`src/sv/sbcr_pkg.sv`:
```
// Package for the score based cache replacement block.
// Holds sizes, register codes, reset values, beat types and the command
// and status structs shared by the controller and the datapath.
`default_nettype none

package sbcr_pkg;

  localparam int NUM_SETS   = 64;
  localparam int NUM_WAYS   = 8;
  localparam int SCORE_BITS = 10;

  localparam int SET_W      = $clog2(NUM_SETS);
  localparam int ROW_W      = NUM_WAYS * SCORE_BITS;
  localparam int ECNT_W     = $clog2(NUM_WAYS + 1);
  localparam int ARITH_W    = 18;

  localparam int WAY_W      = 3;
  localparam int CNT_W      = 4;
  localparam int CFG_W      = 10;
  localparam int INT_W      = 16;
  localparam int LFSR_W     = 16;
  localparam int STEP_W     = $clog2(LFSR_W);
  localparam int CFG_IDX_W  = 3;
  localparam int CFG_DATA_W = 16;

  localparam logic [LFSR_W-1:0] LFSR_SEED = 16'hACE1;

  localparam logic [CFG_IDX_W-1:0] REG_THRESHOLD = 3'd0;
  localparam logic [CFG_IDX_W-1:0] REG_MAX_SCORE = 3'd1;
  localparam logic [CFG_IDX_W-1:0] REG_HIT_BONUS = 3'd2;
  localparam logic [CFG_IDX_W-1:0] REG_INTERVAL  = 3'd3;
  localparam logic [CFG_IDX_W-1:0] REG_INIT_STEP = 3'd4;

  localparam logic [CFG_W-1:0] THRESHOLD_RST = 10'd512;
  localparam logic [CFG_W-1:0] MAX_SCORE_RST = 10'd1023;
  localparam logic [CFG_W-1:0] HIT_BONUS_RST = 10'd40;
  localparam logic [INT_W-1:0] INTERVAL_RST  = 16'd1024;
  localparam logic [CFG_W-1:0] INIT_STEP_RST = 10'd16;

  typedef struct packed {
    logic             action;
    logic [5:0]       set_index;
    logic [WAY_W-1:0] way_index;
    logic             hit;
  } item_t;

  typedef struct packed {
    logic [WAY_W-1:0] victim_way;
    logic             under_threshold_found;
    logic [CNT_W-1:0] eligible_count;
    logic [CFG_W-1:0] current_initial_score;
  } result_t;

  typedef struct packed {
    logic load_item;
    logic rd_row;
    logic eval;
    logic mod_step;
    logic pick;
    logic load_out;
  } cmd_t;

  typedef struct packed {
    logic is_victim;
    logic any_elig;
    logic mod_last;
    logic out_free;
  } status_t;

  typedef enum logic [5:0] {
    ST_IDLE = 6'b000001,
    ST_READ = 6'b000010,
    ST_EVAL = 6'b000100,
    ST_MOD  = 6'b001000,
    ST_PICK = 6'b010000,
    ST_DONE = 6'b100000
  } state_e;

endpackage

`default_nettype wire

```
`src/sv/sbcr_ctrl.sv`:
```
// Controller state machine for the score based cache replacement block.
// Depends on sbcr_pkg; drives the datapath through cmd_t, reads status_t.
`default_nettype none

module sbcr_ctrl import sbcr_pkg::*; (
  input  wire logic    clk_i,
  input  wire logic    rst_ni,
  input  wire logic    in_valid_i,
  output logic         in_ready_o,
  input  wire status_t status_i,
  output cmd_t         cmd_o
);

  state_e state_q, state_d;

  always_ff @(posedge clk_i or negedge rst_ni) begin
    if (!rst_ni) begin
      state_q <= ST_IDLE;
    end else begin
      state_q <= state_d;
    end
  end

  always_comb begin
    state_d    = state_q;
    cmd_o      = '0;
    in_ready_o = 1'b0;
    unique case (state_q)
      ST_IDLE: begin
        in_ready_o = 1'b1;
        if (in_valid_i) begin
          cmd_o.load_item = 1'b1;
          state_d         = ST_READ;
        end
      end
      ST_READ: begin
        cmd_o.rd_row = 1'b1;
        state_d      = ST_EVAL;
      end
      ST_EVAL: begin
        cmd_o.eval = 1'b1;
        if (status_i.is_victim && status_i.any_elig) begin
          state_d = ST_MOD;
        end else begin
          state_d = ST_DONE;
        end
      end
      ST_MOD: begin
        cmd_o.mod_step = 1'b1;
        if (status_i.mod_last) begin
          state_d = ST_PICK;
        end
      end
      ST_PICK: begin
        cmd_o.pick = 1'b1;
        state_d    = ST_DONE;
      end
      ST_DONE: begin
        if (status_i.out_free) begin
          cmd_o.load_out = 1'b1;
          state_d        = ST_IDLE;
        end
      end
      default: state_d = ST_IDLE;
    endcase
  end

endmodule

`default_nettype wire

```
`config.mk`:
```
export PLATFORM = sky130hd
export DESIGN_NAME = sbcr_ctrl
export DESIGN_NICKNAME = d
export VERILOG_FILES = /design/src/sv/sbcr_pkg.sv /design/src/sv/sbcr_ctrl.sv
export SDC_FILE = /design/constraint.sdc
export NUM_CORES = 1
export LEC_CHECK = 0
export ABC_CLOCK_PERIOD_IN_PS = 2400
export BUFFER_PORTS_ARGS = -buffer_cell sky130_fd_sc_hd__buf_2
export CAP_MARGIN = 20
export CORE_AREA = 2 2 39 41
export DETAILED_ROUTE_END_ITERATION = 16
export DIE_AREA = 0 0 41 43
export SLEW_MARGIN = 20
export SYNTH_ARGS = -nofsm -noshare
export SYNTH_HDL_FRONTEND = slang
export SYNTH_SLANG_ARGS = --single-unit
```
`constraint.sdc`:
```
create_clock -name clk_i -period 2.4 [get_ports clk_i]
set_clock_uncertainty 0.15 [all_clocks]
set_input_delay 0.48 -clock clk_i [delete_from_list [all_inputs] [get_ports clk_i]]
set_output_delay 0.48 -clock clk_i [all_outputs]
set_load 0.02 [all_outputs]
```
==> impl_results.md <==
* Post-detailed-route wirelength per cell at 9.29 um
* Placer congestion estimate at approximately 0.64
* Max-slew violations at 0
* Clk buf depth at 2
* Setup slack of the worst register-to-register path at 1.04 ns
* Power density of the placed cells at about 960 nW/um^2
* Crit-path max cell delay at ~0.43 ns
* Post-CTS resize count at 0
* Final-layout worst hold slack at ~0.35 ns
* Synthesized area at approximately 380 sq um
* Post-layout min period at between 2 and 2.5 ns
* Via count of the first global-routing pass at roughly 280
* Number of buffers created by CTS at 3
* TritonCTS clock tree: yes
* Number of buffers inserted by post-CTS setup repair at 0
* Number of flip-flops in the largest register at 6
* Total routing usage reported by global routing at under 10%
* Leakage component of the power at ~0.26 nW
* Fillcell total at 149
* Number of vias in the routed layout at 338
* Wire length of the first global-routing pass at between 1 and 1.5 mm
* Post-synthesis share of cell area spent on full adders, half adders and majority gates at 0%
* XOR/XNOR Fraction of Synth Area at under 10%
* Result of the run: completed
* Timing-limited maximum frequency at 479 MHz
* Slowest stage cell, crit path: sky130_fd_sc_hd__dfrtp_1
* Height of the chip at around 43 um
* Maximum number of pins on one net before global-route repair at 10
* Core area at around 1400 sq um
* Final period utilization at 87.0%
* Setup repair after global routing missed its margin: false
* Area added between synthesis and finish at 29.1%
* Kind of launch point of the worst setup path: register
* Fraction of final layout cells sized beyond drive strength 1 at 39.0%
* Antenna diode count at 0
* Layout Nets at 67
* Register with the most flip-flops: state_q
* Final design utilization at 35.3%
* Yosys warning total at 0
* Endpoint of the most critical register-to-register path: state_q[0]
* Setup Viol. Count Final at 0
* Synthesized-area fraction occupied by and/or/nand/nor cells at 38.4%
* Proportion of power drawn by the clock network at approximately a fifth
* Critical path endpoint: cmd_o[5]
* Count of routing violations after the opening detailed-route iteration at 0
* DR DRC count at 0
* Avg Vias per Cell at 4.51
* Maximum level of the CTS H-tree at 1
* Post-CTS Hold Buffers at 1
* Number of buffer cells added on primary ports at 13
* Post-route non-filler standard cell count at 75
* Die ar. at around 1800 sq um
* Top-level port count at 14
* Number of nets produced by synthesis at around 50
* Worst Setup Path Type: register to output pin
* Post-synthesis cell count at between 40 and 50
* Count of antenna-violating nets left after detailed routing at 0
* Sum of net half-perimeters after detailed placement at between 500 and 600 um
* Maximum fanout count along the critical path at 6
* Worst Setup End Kind: output pin
* Pint at between 200 and 300 uW
* Placement row count at 14
* Hold Path Origin: status_i[1]
* WL final at approximately 700 um
* Arrival time of data at the critical path endpoint at between 1 and 1.5 ns
* Combinational fraction of design power at 45.2%
* Slew at the pin closest to its max-slew limit at ~0.33 ns
* Sequential fraction of the synthesis area at about two fifths
* Register bit total from synthesis at 6
* Worst IR drop on VDD at approximately 0.29 mV
* Worst slew margin at just under 80%
* Part of the total power dissipated in sequential elements at roughly a third
* FF-to-FF Start: state_q[2]
* Clock Latency Late Sink at approximately 0.24 ns
* Die width at 41 um
* Commonest cells after routing, fill and taps aside: sky130_fd_sc_hd__buf_2 (13), sky130_fd_sc_hd__nor2_1 (6), sky130_fd_sc_hd__dfrtp_1 (5), sky130_fd_sc_hd__nor2b_1 (4)
* Clk root buf: sky130_fd_sc_hd__clkbuf_4
* Dominant combinational cell family by area after synthesis: simple AND/OR/NAND/NOR gates
* Synth Area per Inst at 9.00 sq um
* Total overflow reported by the global router at 0
* Multiplexer share of the synthesized area at 0%
* Final hold vios at 0
* Overall power at between 400 and 500 uW
* Most frequent standard cell in the layout excluding fill and tap cells: sky130_fd_sc_hd__buf_2
* Critical path data required time at 1.77 ns
* Kind of path behind the tightest hold check: input port to register
* Crit-path cells: nor3_2 > nand2_2 > nor3_1 > buf_2
* Largest registers in the final layout: state_q x6
* Drt first pass iters at 1
* Clock transition at the registers of the reported paths at ~0.05 ns
* Compound-gate portion of the synthesized area at 13.2%
* Placed cells at 70
* Starting Density at 27.3%
* Start point of the critical path: state_q[2]
* Cells on worst reg2reg path at 4
* Area taken by multi-input logic gates at between 200 and 250 sq um
* Switching component of the power at 191 uW
* Net Sw Frac at a little over 40%
* Area taken by flip-flops and latches at between 150 and 200 sq um
* MaxCap Viol Count at 0
* Final sum of negative setup slack at 0 ns
* Antenna violations before repair at 0
* Sink Count at 6
* Synth unique cells at 23
==> metal layers <==
| metal | global-route usage (%) | part of all wire [%] | wire length [um] |
|---|---|---|---|
| met3 | 6.28 | 5.3 | 37 |
| met4 | 4.00 | 0 | 0 |
| met5 | 0 | 0 | 0 |
| met2 | 14.7 | 50 | 350 |
| met1 | 8.31 | 44 | 309 |
==> cell type report <==
class / count / area share, %
multi-input cells: 32 / 41.8
flip-flops and latches: 6 / 31.0
repair buffers: 14 / 15.4
clock buffers: 4 / 5.38
well taps: 16 / 4.10
inverters: 3 / 2.31
==> critical path: cells and delay by family (launching register included) <==
family,cells,cell delay [ns]
AND/OR/NAND/NOR,3,0.59
flip-flops,1,0.43
buffers and inverters,1,0.19
==> power by group through the flow <==
stage,clock network (mW),logic (mW),registers [mW]
floorplan,0,0.168,0.152
global placement,0,0.211,0.160
detailed placement,0,0.214,0.160
CTS,0.104,0.216,0.159
global route,0.111,0.235,0.163
finish,0.0981,0.212,0.159
==> worst min path at each step <==
| stage | end | cells past startpoint |
|---|---|---|
| 2_1_floorplan | state_q[1] | 0 |
| 3_3_place_gp | state_q[1] | 1 |
| 3_5_place_dp | state_q[1] | 1 |
| 4_1_cts | state_q[4] | 3 |
| 5_1_grt | state_q[3] | 2 |
| 6_report | state_q[4] | 3 |
==> synthesized netlist by cell type <==
master,n,area share [%]
sky130_fd_sc_hd__nor2b_4,1,3.6
sky130_fd_sc_hd__inv_1,3,3.0
sky130_fd_sc_hd__o21ai_1,1,1.3
sky130_fd_sc_hd__nand2_2,1,1.7
sky130_fd_sc_hd__nor3_1,2,2.6
sky130_fd_sc_hd__nand3b_1,1,2.0
sky130_fd_sc_hd__a21oi_1,2,2.6
sky130_fd_sc_hd__o211ai_1,1,2.0
sky130_fd_sc_hd__nand2_1,1,0.99
sky130_fd_sc_hd__nand3_1,2,2.6
sky130_fd_sc_hd__a32o_2,1,3.0
sky130_fd_sc_hd__dfstp_2,1,7.0
sky130_fd_sc_hd__nor3_2,2,5.3
sky130_fd_sc_hd__xor2_1,1,2.3
sky130_fd_sc_hd__o21ai_0,2,2.6
sky130_fd_sc_hd__nor2_1,6,6.0
sky130_fd_sc_hd__nor2b_1,4,6.6
sky130_fd_sc_hd__buf_6,1,3.0
sky130_fd_sc_hd__nand2b_2,1,2.3
sky130_fd_sc_hd__nand4b_1,1,2.3
sky130_fd_sc_hd__a31oi_1,1,1.7
sky130_fd_sc_hd__and4_1,1,2.3
sky130_fd_sc_hd__dfrtp_1,5,33
==> per-stage QoR <==
stage                     area (sq um)  setup slack, ns
after CTS                          488            0.299
after floorplan                    378            0.499
after global placement             452            0.609
after global routing               488            0.181
final                              488            0.313
after detailed placement           452            0.562
==> cell families (layout without fill, tap and decap cells) <==
kind of cell / after synthesis / count (layout)
DFF: 6 / 6
and+or+nand+nor: 23 / 23
buffers and inverters: 4 / 21
AOI/OAI and AO/OA: 8 / 8
xor gates and xnor gates: 1 / 1
(Power assumes the default switching activity.)
